--- src/rtl/lcsb_pkg.sv ---
// Shared package for the link connection supervisor.
// Holds state and request codes, register indexes, reset values and the
// structs passed between the modules. No dependencies.
`default_nettype none

package lcsb_pkg;

  // Default width of the internal time arithmetic
  localparam int unsigned TIME_BITS_DEF = 32;

  // Link state codes
  localparam logic [2:0] ST_DISABLED     = 3'd0;
  localparam logic [2:0] ST_IDLE         = 3'd1;
  localparam logic [2:0] ST_CONNECTING   = 3'd2;
  localparam logic [2:0] ST_CONNECTED    = 3'd3;
  localparam logic [2:0] ST_RECONNECTING = 3'd4;
  localparam logic [2:0] ST_FAILED       = 3'd5;

  // Request codes
  localparam logic [1:0] REQ_POLL  = 2'd0;
  localparam logic [1:0] REQ_BEGIN = 2'd1;
  localparam logic [1:0] REQ_END   = 2'd2;

  // Configuration register indexes
  localparam logic [2:0] REG_RADIO_ENABLE  = 3'd0;
  localparam logic [2:0] REG_NETWORK_CFG   = 3'd1;
  localparam logic [2:0] REG_CONN_TIMEOUT  = 3'd2;
  localparam logic [2:0] REG_BACKOFF_INIT  = 3'd3;
  localparam logic [2:0] REG_BACKOFF_MAX   = 3'd4;

  // Reset values
  localparam logic [31:0] CONN_TIMEOUT_RST = 32'd15000;
  localparam logic [31:0] BACKOFF_INIT_RST = 32'd1000;
  localparam logic [31:0] BACKOFF_MAX_RST  = 32'd60000;

  // Configuration seen by the core
  typedef struct packed {
    logic        radio_enable;
    logic        network_configured;
    logic [31:0] connect_timeout_ms;
    logic [31:0] backoff_initial_ms;
    logic [31:0] backoff_max_ms;
  } cfg_t;

  // One input word
  typedef struct packed {
    logic [1:0]         req_type;
    logic [31:0]        now_ms;
    logic               link_up;
    logic signed [7:0]  signal_dbm;
  } item_t;

  // One result word
  typedef struct packed {
    logic [2:0]         link_state;
    logic               start_attempt;
    logic               drop_link;
    logic               radio_off;
    logic [31:0]        connect_count;
    logic [31:0]        failure_count;
    logic [31:0]        disconnect_count;
    logic signed [7:0]  signal_report;
    logic [31:0]        connected_at_ms;
  } res_t;

endpackage

`default_nettype wire

--- src/rtl/link_connect_supervisor_backoff.sv ---
// Top level of the link connection supervisor with retry backoff.
// Depends on lcsb_pkg, lcsb_cfg and lcsb_core.
//
//  Channel  | Direction | Handshake              | Payload
//  ---------+-----------+------------------------+-----------------------------------
//  in       | input     | in_valid_i/in_stall_o  | req_type, now_ms, link_up, signal_dbm
//  out      | output    | out_valid_o/out_stall_i| link_state .. connected_at_ms
//  cfg      | input     | cfg_we_i               | cfg_idx_i, cfg_wdata_i
//
// One word per cycle sustained while the output is not stalled. A word is
// registered on accept, stepped through the core logic once the result
// register is free or being taken, and lands in the result register, which
// offers it. The input register frees up whenever the result register is
// empty or being taken, so a stalled output holds back only one word in each
// register. Reset clears state and all valid flags at once.
`default_nettype none

module link_connect_supervisor_backoff
  import lcsb_pkg::*;
#(
  parameter int unsigned TIME_BITS = TIME_BITS_DEF
) (
  input  wire logic               clk_i,
  input  wire logic               rst_ni,
  // input channel
  input  wire logic               in_valid_i,
  output logic                    in_stall_o,
  input  wire logic [1:0]         req_type_i,
  input  wire logic [31:0]        now_ms_i,
  input  wire logic               link_up_i,
  input  wire logic signed [7:0]  signal_dbm_i,
  // output channel
  output logic                    out_valid_o,
  input  wire logic               out_stall_i,
  output logic [2:0]              link_state_o,
  output logic                    start_attempt_o,
  output logic                    drop_link_o,
  output logic                    radio_off_o,
  output logic [31:0]             connect_count_o,
  output logic [31:0]             failure_count_o,
  output logic [31:0]             disconnect_count_o,
  output logic signed [7:0]       signal_report_o,
  output logic [31:0]             connected_at_ms_o,
  // configuration
  input  wire logic               cfg_we_i,
  input  wire logic [2:0]         cfg_idx_i,
  input  wire logic [31:0]        cfg_wdata_i
);

  cfg_t  cfg;
  item_t item_q;
  logic  item_vld_q;
  res_t  res_d, res_q;
  logic  res_vld_q;
  logic  fire;
  logic  in_acc;

  // Step when a word is held and the result slot is free or draining
  assign fire       = item_vld_q & (~res_vld_q | ~out_stall_i);
  assign in_stall_o = item_vld_q & ~fire;
  assign in_acc     = in_valid_i & ~in_stall_o;

  lcsb_cfg u_cfg (
    .clk_i       (clk_i),
    .rst_ni      (rst_ni),
    .cfg_we_i    (cfg_we_i),
    .cfg_idx_i   (cfg_idx_i),
    .cfg_wdata_i (cfg_wdata_i),
    .cfg_o       (cfg)
  );

  lcsb_core #(
    .TIME_BITS (TIME_BITS)
  ) u_core (
    .clk_i  (clk_i),
    .rst_ni (rst_ni),
    .fire_i (fire),
    .cfg_i  (cfg),
    .item_i (item_q),
    .res_o  (res_d)
  );

  // Input register valid flag
  always_ff @(posedge clk_i or negedge rst_ni) begin
    if (!rst_ni) begin
      item_vld_q <= 1'b0;
    end else if (in_acc) begin
      item_vld_q <= 1'b1;
    end else if (fire) begin
      item_vld_q <= 1'b0;
    end
  end

  // Input register payload
  always_ff @(posedge clk_i) begin
    if (in_acc) begin
      item_q.req_type   <= req_type_i;
      item_q.now_ms     <= now_ms_i;
      item_q.link_up    <= link_up_i;
      item_q.signal_dbm <= signal_dbm_i;
    end
  end

  // Result register valid flag
  always_ff @(posedge clk_i or negedge rst_ni) begin
    if (!rst_ni) begin
      res_vld_q <= 1'b0;
    end else if (fire) begin
      res_vld_q <= 1'b1;
    end else if (!out_stall_i) begin
      res_vld_q <= 1'b0;
    end
  end

  // Result register payload
  always_ff @(posedge clk_i) begin
    if (fire) begin
      res_q <= res_d;
    end
  end

  assign out_valid_o        = res_vld_q;
  assign link_state_o       = res_q.link_state;
  assign start_attempt_o    = res_q.start_attempt;
  assign drop_link_o        = res_q.drop_link;
  assign radio_off_o        = res_q.radio_off;
  assign connect_count_o    = res_q.connect_count;
  assign failure_count_o    = res_q.failure_count;
  assign disconnect_count_o = res_q.disconnect_count;
  assign signal_report_o    = res_q.signal_report;
  assign connected_at_ms_o  = res_q.connected_at_ms;

endmodule

`default_nettype wire

--- src/rtl/lcsb_cfg.sv ---
// Configuration register file of the link connection supervisor.
// Depends on lcsb_pkg for register indexes, reset values and cfg_t.
`default_nettype none

module lcsb_cfg
  import lcsb_pkg::*;
(
  input  wire logic        clk_i,
  input  wire logic        rst_ni,
  input  wire logic        cfg_we_i,
  input  wire logic [2:0]  cfg_idx_i,
  input  wire logic [31:0] cfg_wdata_i,
  output cfg_t             cfg_o
);

  cfg_t cfg_q;

  // Plain write port; unknown indexes are dropped
  always_ff @(posedge clk_i or negedge rst_ni) begin
    if (!rst_ni) begin
      cfg_q.radio_enable       <= 1'b1;
      cfg_q.network_configured <= 1'b1;
      cfg_q.connect_timeout_ms <= CONN_TIMEOUT_RST;
      cfg_q.backoff_initial_ms <= BACKOFF_INIT_RST;
      cfg_q.backoff_max_ms     <= BACKOFF_MAX_RST;
    end else if (cfg_we_i) begin
      case (cfg_idx_i)
        REG_RADIO_ENABLE: cfg_q.radio_enable       <= cfg_wdata_i[0];
        REG_NETWORK_CFG:  cfg_q.network_configured <= cfg_wdata_i[0];
        REG_CONN_TIMEOUT: cfg_q.connect_timeout_ms <= cfg_wdata_i;
        REG_BACKOFF_INIT: cfg_q.backoff_initial_ms <= cfg_wdata_i;
        REG_BACKOFF_MAX:  cfg_q.backoff_max_ms     <= cfg_wdata_i;
        default: ;
      endcase
    end
  end

  assign cfg_o = cfg_q;

endmodule

`default_nettype wire

--- src/rtl/lcsb_core.sv ---
// Supervisor state and single-pass step logic: one word in, one result out.
// Depends on lcsb_pkg for state codes, request codes and the structs.
`default_nettype none

module lcsb_core
  import lcsb_pkg::*;
#(
  parameter int unsigned TIME_BITS = TIME_BITS_DEF
) (
  input  wire logic  clk_i,
  input  wire logic  rst_ni,
  input  wire logic  fire_i,
  input  wire cfg_t  cfg_i,
  input  wire item_t item_i,
  output res_t       res_o
);

  localparam int unsigned CmpW = (TIME_BITS > 32) ? TIME_BITS : 32;

  logic [2:0]           state_q, state_d;
  logic [TIME_BITS-1:0] entered_q, entered_d;
  logic [TIME_BITS-1:0] retry_q, retry_d;
  logic [31:0]          backoff_q, backoff_d;
  logic [31:0]          conn_cnt_q, conn_cnt_d;
  logic [31:0]          fail_cnt_q, fail_cnt_d;
  logic [31:0]          drop_cnt_q, drop_cnt_d;
  logic signed [7:0]    sig_q, sig_d;
  logic [31:0]          stamp_q, stamp_d;

  logic [TIME_BITS-1:0] now_t;
  logic [TIME_BITS-1:0] since_retry;
  logic [TIME_BITS-1:0] elapsed;
  logic                 retry_due;
  logic                 timed_out;
  logic [32:0]          backoff_dbl;
  logic                 start, drop, off;

  // Time arithmetic, modulo 2^TIME_BITS
  assign now_t       = TIME_BITS'(item_i.now_ms);
  assign since_retry = now_t - retry_q;
  assign retry_due   = ~since_retry[TIME_BITS-1];
  assign elapsed     = now_t - entered_q;
  assign timed_out   = CmpW'(elapsed) > CmpW'(cfg_i.connect_timeout_ms);
  assign backoff_dbl = {backoff_q, 1'b0};

  // Next state for the word in the input register
  always_comb begin
    state_d    = state_q;
    entered_d  = entered_q;
    retry_d    = retry_q;
    backoff_d  = backoff_q;
    conn_cnt_d = conn_cnt_q;
    fail_cnt_d = fail_cnt_q;
    drop_cnt_d = drop_cnt_q;
    sig_d      = sig_q;
    stamp_d    = stamp_q;
    start      = 1'b0;
    drop       = 1'b0;
    off        = 1'b0;
    case (item_i.req_type)
      REQ_BEGIN: begin
        conn_cnt_d = '0;
        fail_cnt_d = '0;
        drop_cnt_d = '0;
        sig_d      = '0;
        stamp_d    = '0;
        if (!cfg_i.radio_enable) begin
          // forced, entry time untouched
          state_d = ST_DISABLED;
        end else if (!cfg_i.network_configured) begin
          if (state_q != ST_FAILED) begin
            state_d   = ST_FAILED;
            entered_d = now_t;
          end
        end else begin
          // goes straight to connecting, always with a fresh entry time
          state_d   = ST_CONNECTING;
          entered_d = now_t;
          start     = 1'b1;
        end
      end
      REQ_END: begin
        drop = cfg_i.radio_enable;
        off  = cfg_i.radio_enable;
        if (state_q != ST_DISABLED) begin
          state_d   = ST_DISABLED;
          entered_d = now_t;
        end
      end
      REQ_POLL: begin
        if (cfg_i.radio_enable) begin
          case (state_q)
            ST_IDLE: begin
              if (retry_due) begin
                start     = 1'b1;
                state_d   = ST_CONNECTING;
                entered_d = now_t;
              end
            end
            ST_CONNECTING, ST_RECONNECTING: begin
              if (item_i.link_up) begin
                conn_cnt_d = conn_cnt_q + 32'd1;
                stamp_d    = 32'(now_t);
                backoff_d  = cfg_i.backoff_initial_ms;
                state_d    = ST_CONNECTED;
                entered_d  = now_t;
              end else if (timed_out) begin
                fail_cnt_d = fail_cnt_q + 32'd1;
                drop       = 1'b1;
                retry_d    = now_t + TIME_BITS'(backoff_q);
                backoff_d  = (backoff_dbl > {1'b0, cfg_i.backoff_max_ms}) ?
                             cfg_i.backoff_max_ms : backoff_dbl[31:0];
                state_d    = ST_IDLE;
                entered_d  = now_t;
              end
            end
            ST_CONNECTED: begin
              if (!item_i.link_up) begin
                drop_cnt_d = drop_cnt_q + 32'd1;
                drop       = 1'b1;
                start      = 1'b1;
                state_d    = ST_RECONNECTING;
                entered_d  = now_t;
              end else begin
                sig_d = item_i.signal_dbm;
              end
            end
            default: ;
          endcase
        end
      end
      default: ;
    endcase
  end

  // Result word, values after the step
  always_comb begin
    res_o.link_state       = state_d;
    res_o.start_attempt    = start;
    res_o.drop_link        = drop;
    res_o.radio_off        = off;
    res_o.connect_count    = conn_cnt_d;
    res_o.failure_count    = fail_cnt_d;
    res_o.disconnect_count = drop_cnt_d;
    res_o.signal_report    = (state_d == ST_CONNECTED) ? sig_d : 8'sd0;
    res_o.connected_at_ms  = stamp_d;
  end

  // State registers, advanced once per processed word
  always_ff @(posedge clk_i or negedge rst_ni) begin
    if (!rst_ni) begin
      state_q    <= ST_DISABLED;
      entered_q  <= '0;
      retry_q    <= '0;
      backoff_q  <= BACKOFF_INIT_RST;
      conn_cnt_q <= '0;
      fail_cnt_q <= '0;
      drop_cnt_q <= '0;
      sig_q      <= '0;
      stamp_q    <= '0;
    end else if (fire_i) begin
      state_q    <= state_d;
      entered_q  <= entered_d;
      retry_q    <= retry_d;
      backoff_q  <= backoff_d;
      conn_cnt_q <= conn_cnt_d;
      fail_cnt_q <= fail_cnt_d;
      drop_cnt_q <= drop_cnt_d;
      sig_q      <= sig_d;
      stamp_q    <= stamp_d;
    end
  end

endmodule

`default_nettype wire
--- config.mk ---
export PLATFORM = sky130hd
export DESIGN_NAME = link_connect_supervisor_backoff
export DESIGN_NICKNAME = d
export VERILOG_FILES = /design/src/rtl/lcsb_pkg.sv /design/src/rtl/link_connect_supervisor_backoff.sv /design/src/rtl/lcsb_cfg.sv /design/src/rtl/lcsb_core.sv
export SDC_FILE = /design/constraint.sdc
export NUM_CORES = 1
export LEC_CHECK = 0
export BUFFER_PORTS_ARGS = -buffer_cell sky130_fd_sc_hd__buf_2
export CAP_MARGIN = 20
export CORE_MARGIN = 2
export CORE_UTILIZATION = 60
export CTS_BUF_LIST = sky130_fd_sc_hd__clkbuf_16
export DETAILED_ROUTE_END_ITERATION = 7
export PLACE_DENSITY = 0.8
export SETUP_SLACK_MARGIN = 0.5
export SKIP_CTS_REPAIR_TIMING = 1
export SLEW_MARGIN = 15
export SYNTH_ARGS = -nofsm -noshare
export SYNTH_HDL_FRONTEND = slang
export SYNTH_HIERARCHICAL = 1
export SYNTH_SLANG_ARGS = --single-unit
--- constraint.sdc ---
create_clock -name clk_i -period 39.8 [get_ports clk_i]
set_input_delay 1.99 -clock clk_i [delete_from_list [all_inputs] [get_ports clk_i]]
set_output_delay 1.99 -clock clk_i [all_outputs]
set_load 0.02 [all_outputs]
# [Word level (Yosys, flattened, before mapping)]
# Index checks and enable logic that the tools add are counted.
[totals] mem_bits_ro=0 latchBits=0 output_inout_bits=144 memories=0 reg_bits=520 wordCells=144 ram_bits=0
[op_classes] div=0 n_bitwise=9 eq_ne=21 n_mux=62 n_reduce_logical=15 n_lt_le_gt_ge=2 n_shift=0 addsub=6 mul=0
[op_table] operator="$mux 32" n=25
[op_table] operator="$pmux 32 s2" n=4
[op_table] operator="$pmux 32 s3" n=2
[op_table] operator="$add 32x1->32 const B" n=3
[op_table] operator="$sub 32x32->32" n=2
[op_table] operator="$gt 33x32->1" n=1
[op_table] operator="$add 32x32->32" n=1
[op_table] operator="$gt 32x32->1" n=1
[op_table] operator="$mux 3" n=9
[op_table] operator="$mux 8" n=3
[op_table] operator="$pmux 3 s3" n=2
[op_table] operator="$pmux 8 s2" n=1
[op_table] operator="$eq 3x2->1 const B" n=5
[op_table] operator="$mux 1" n=12
[op_table] operator="$reduce_and 10->1" n=1
[op_table] operator="$reduce_and 2->1" n=5
[op_table] operator="$ne 3x3->1 const B" n=3
[op_table] operator="$ne 4x3->1 const B" n=2
[op_table] operator="$pmux 1 s2" n=4
[op_table] operator="$eq 3x1->1 const B" n=2
[op_table] operator="$eq 3x3->1 const B" n=2
[op_table] operator="$reduce_and 6->1" n=1
[op_table] operator="$reduce_bool 3->1" n=2
[op_table] operator="$not 1->1" n=5
[op_table] operator="12 further kinds" n=17

# [Depth between registers and ports, before layout]
[logic_depth] word_depth=8 ltp_mapped=28 ltp_nobuf=26

# [Modules after synthesis]
# The synthesis kept the hierarchy.
[modules_own_cells] module="lcsb_core" area_each_um2=18102.4 cells_each=2075 seq_area_each_um2=5888.1 n_inst=1
[modules_own_cells] module="link_connect_supervisor_backoff" area_each_um2=5647.9 cells_each=193 seq_area_each_um2=5605.4 n_inst=1
[modules_own_cells] module="lcsb_cfg" area_each_um2=3852.4 cells_each=212 seq_area_each_um2=2479.9 n_inst=1

# [Worst setup path before layout]
# No wires, ideal clock.
[synth_timing] path_kind="input to register" start="input port out_stall_i" end="register u_core.backoff_q[1]" stages=8 setup_ns=0.142 setup_slack_ns=25.661 t_required_ns=39.658 arrival_time_ns=13.997 path_cell_list="a21boi_0 clkbuf_1 inv_1 or4_1 clkbuf_1 clkbuf_1 nand2_1 o221ai_1"
[synth_via] elab_chain_len=4
[synth_rtl] element="from (decl)" line="link_connect_supervisor_backoff.sv:34" rtl="input wire logic out_stall_i,"
[synth_rtl] element="$not 1->1" line="link_connect_supervisor_backoff.sv:59" rtl="assign fire = item_vld_q & (~res_vld_q | ~out_stall_i);"
[synth_rtl] element="$or 1x1->1" line="link_connect_supervisor_backoff.sv:59"
[synth_rtl] element="$and 1x1->1" line="link_connect_supervisor_backoff.sv:59"
[synth_rtl] element="$reduce_and 5->1 (no source line)"
[synth_rtl] element="to (signal assigned)" line="lcsb_core.sv:165" rtl="backoff_q <= backoff_d;"
[synth_rtl] element="to (decl)" line="lcsb_core.sv:23" rtl="logic [31:0] backoff_q, backoff_d;"
# Every way passes these cells.
# A chain may end at the register's enable or synchronous reset.

==> run metrics <==
clock root cell clkbuf_16; Final Cycle Share 0.171; final hold vios 0; crit end category flip-flop; total track usage 0.270; number of enable flip-flop cells after synthesis between 150 and 200; Sw Ratio 0.340; CP Max Fanout 13; row cnt 78; unrepaired setup endpoints after global routing false; drt initial violations 1972; I/O pin count 227; Max-slew headroom 0.278; drt first pass iters 6; Final setup viols 0; R2R Setup Slk 33.01 ns; Via Count 19900; first-pass GRT wire length roughly 100000 um; Initial Utilization 0.608; run status finished, final reports clean; RR Endpoint failure_count_o[24]; most frequent cells in the layout dfrtp_1, buf_2, nor2_1; initial antenna violation count 1; sequential area share after synthesis 0.506; final net count 2916; CTS H-tree depth 2; HPWL after DPL 45000 um; DR WL/cell just under 20 um; Worst Tran Pin Value between 1 and 1.5 ns; largest net degree at the start of global routing between 150 and 200; fillers 3363; CP Capture Point failure_count_o[24]; top_reg_cell synth dfrtp_1; Cell Int Power about 0.0012 W; GRT Residual Overflow 0; Setup crit start item_q[9]; Unique masters post-synth 81; DRC errors left 0; Leakage around 14 nW; Mapped Nets 2723; synth top area cells dfrtp_1, edfxtp_1, ha_1, mux2_2, mux2_4; Post-synth ARST share 0.644; top cell type's share of synthesized area 0.278; Setup CP Type reg2reg; Seq pwr share 0.397; FF-to-FF Start item_q[9]; total core area 0.0454 sq mm; Detail Route Antenna Nets 0; number of I/O port buffers 226; Pwr Density 57.0 mW/mm^2; clock share of power 0.272; post-synth top area cell dfrtp_1; TritonCTS clock tree yes; final wirelength 64300 um; Peak VDD IR 0.0411 mV; maxcap violations 0; register bit total from synthesis 520; Psw 0.000599 W; syn_area_per_cell 11.1 sq um; Final Skew 0.0179 ns; layout overhead on the synthesized area 11.9%; Worst-path clk slew 0.06 ns; # clock sinks 520; Die Wd between 200 and 250 um; final core occ 0.681; cell count after synthesis approximately 2500; reg2reg path depth 25; Yosys warning total 6; CP Data Required Time 40.11 ns; synthesized area around 0.028 sq mm; layout cell share with drive strength beyond 1 0.208; Logic pwr share 0.332; clock buffer count from CTS 54; Fmax achieved 147 MHz; Max clock buf depth 3; GP Congestion 0.900; die height between 200 and 250 um; most common cell after layout, fill and taps aside dfrtp_1; critical path arrival 7.10 ns; startpoint types flip-flop; setup_tns 0 ns; Clock Latency Late Sink 0.62 ns; Via density 6.01; HP Class reg2reg; Final Max Slew Viols 0; Die Area 0.0477 sq mm; fin crit period 6.79 ns; vias in the first global route 19600
## critical path: stages (launching register included)
cell	delay, ns
edfxtp_1	0.44
inv_1	0.09
ha_1	0.17
inv_1	0.06
fa_1	0.41
a211oi_1	0.30
o21ai_1	0.14
a21oi_1	0.20
o21ai_0	0.16
a22oi_2	0.31
o31ai_1	0.16
a41oi_1	0.38
nor2_1	0.07
a221oi_1	0.39
o21ai_1	0.14
xor2_1	0.16
ha_1	0.30
nand4_1	0.15
nor4_1	0.37
nand2b_1	0.11
o22ai_2	0.34
nand4b_1	0.32
nor2_1	0.75
and4_1	0.36
xnor2_1	0.14
nor2_1	0.07
## registers in the layout, summed over array words and instances (netlist names), 32 cells and up
register,cells
item_q,43
u_core/backoff_q,32
u_core/entered_q,32
u_core/fail_cnt_q,32
connected_at_ms_o,32
failure_count_o,32
u_core/drop_cnt_q,32
disconnect_count_o,32
u_cfg/cfg_o,98
u_core/retry_q,32
u_core/conn_cnt_q,32
u_core/stamp_q,32
connect_count_o,32
## power by group through the flow
| stage | Sequential, W | Clock, W | Combinational [W] |
|---|---|---|---|
| after floorplan | 0.000700 | 0 | 0.000430 |
| after global placement | 0.000701 | 0 | 0.000545 |
| after detailed placement | 0.000705 | 0 | 0.000570 |
| after CTS | 0.000697 | 0.000488 | 0.000575 |
| after global routing | 0.000707 | 0.000509 | 0.000647 |
| final | 0.000699 | 0.000478 | 0.000584 |
## synth_stat cells, drive strengths merged, types with 4 or more instances
cell,n
a211oi,8
a21o,66
a21oi,125
a22o,40
a22oi,11
a31oi,17
a32o,8
a41oi,4
and2,14
and3,25
and4,6
buf,37
clkbuf,72
dfrtp,307
dfstp,28
edfxtp,185
ha,158
inv,155
mux2,222
nand2,182
nand2b,23
nand3,69
nand3b,4
nand4,39
nand4b,4
nor2,209
nor2b,13
nor3,23
nor3b,6
nor4,5
o211ai,5
o21a,12
o21ai,128
o21bai,9
o221ai,35
o22ai,5
o31a,4
o31ai,28
or3,12
xnor2,65
xor2,78
## layout make-up
type / instances / area, sq um / share of cell area
multi-input cells: 1696 / 12600 / 0.407
well taps: 600 / 751 / 0.0243
clock inverters: 48 / 333 / 0.0108
flip-flops and latches: 520 / 14000 / 0.452
repair buffers: 246 / 1320 / 0.0426
inverters: 155 / 582 / 0.0188
clock buffers: 54 / 1350 / 0.0437
diodes: 1 / 2.50 / 0.0000810
## routing by layer
metal | vias up | track usage | wire [um]
met5 | - | 0 | 13
met1 | 9817 | 0.365 | 27600
met3 | 116 | 0.0366 | 3770
met4 | 2 | 0.0862 | 1770
met2 | 687 | 0.452 | 31100
li1 | 9324 | - | -
## worst min-delay path by stage
stage,endpoint,cells after the start,slack (ns),startpoint
after floorplan,u_core/retry_q[10],2,0.45,u_core/retry_q[10]
after global placement,u_core/retry_q[5],2,0.46,u_core/retry_q[5]
after detailed placement,u_core/retry_q[14],2,0.47,u_core/retry_q[14]
after CTS,u_core/retry_q[14],2,0.48,u_core/retry_q[14]
after global routing,u_cfg/cfg_o[30],1,0.51,u_cfg/cfg_o[30]
final,u_core/retry_q[9],2,0.48,u_core/retry_q[9]
## per-stage QoR
stage               total power, W  instance area (sq um)  setup slack, ns  hold slack, ns  cells
finish                     0.00176                  30900            33.01           0.478   3320
global route               0.00186                  30900            32.23           0.507   3319
CTS                        0.00176                  30900            33.04           0.484   3318
detailed placement         0.00128                  29200            33.06           0.470   3216
global placement           0.00125                  29200            33.25           0.461   3216
floorplan                  0.00113                  27600            25.66           0.449   2480
## kinds of logic (layout without fill, tap and decap cells)
family / after synthesis / after routing / synth area share
adders and majority gates: 160 / 160 / 0.0731
AOI/OAI and AO/OA: 526 / 526 / 0.126
xor gates and xnor gates: 143 / 143 / 0.0454
muxes: 223 / 223 / 0.0990
and+or+nand+nor: 644 / 644 / 0.111
other: 0 / 1 / 0
buffers and inverters: 264 / 503 / 0.0402
DFF: 520 / 520 / 0.506
No activity file was read; power rests on OpenSTA's default activity.
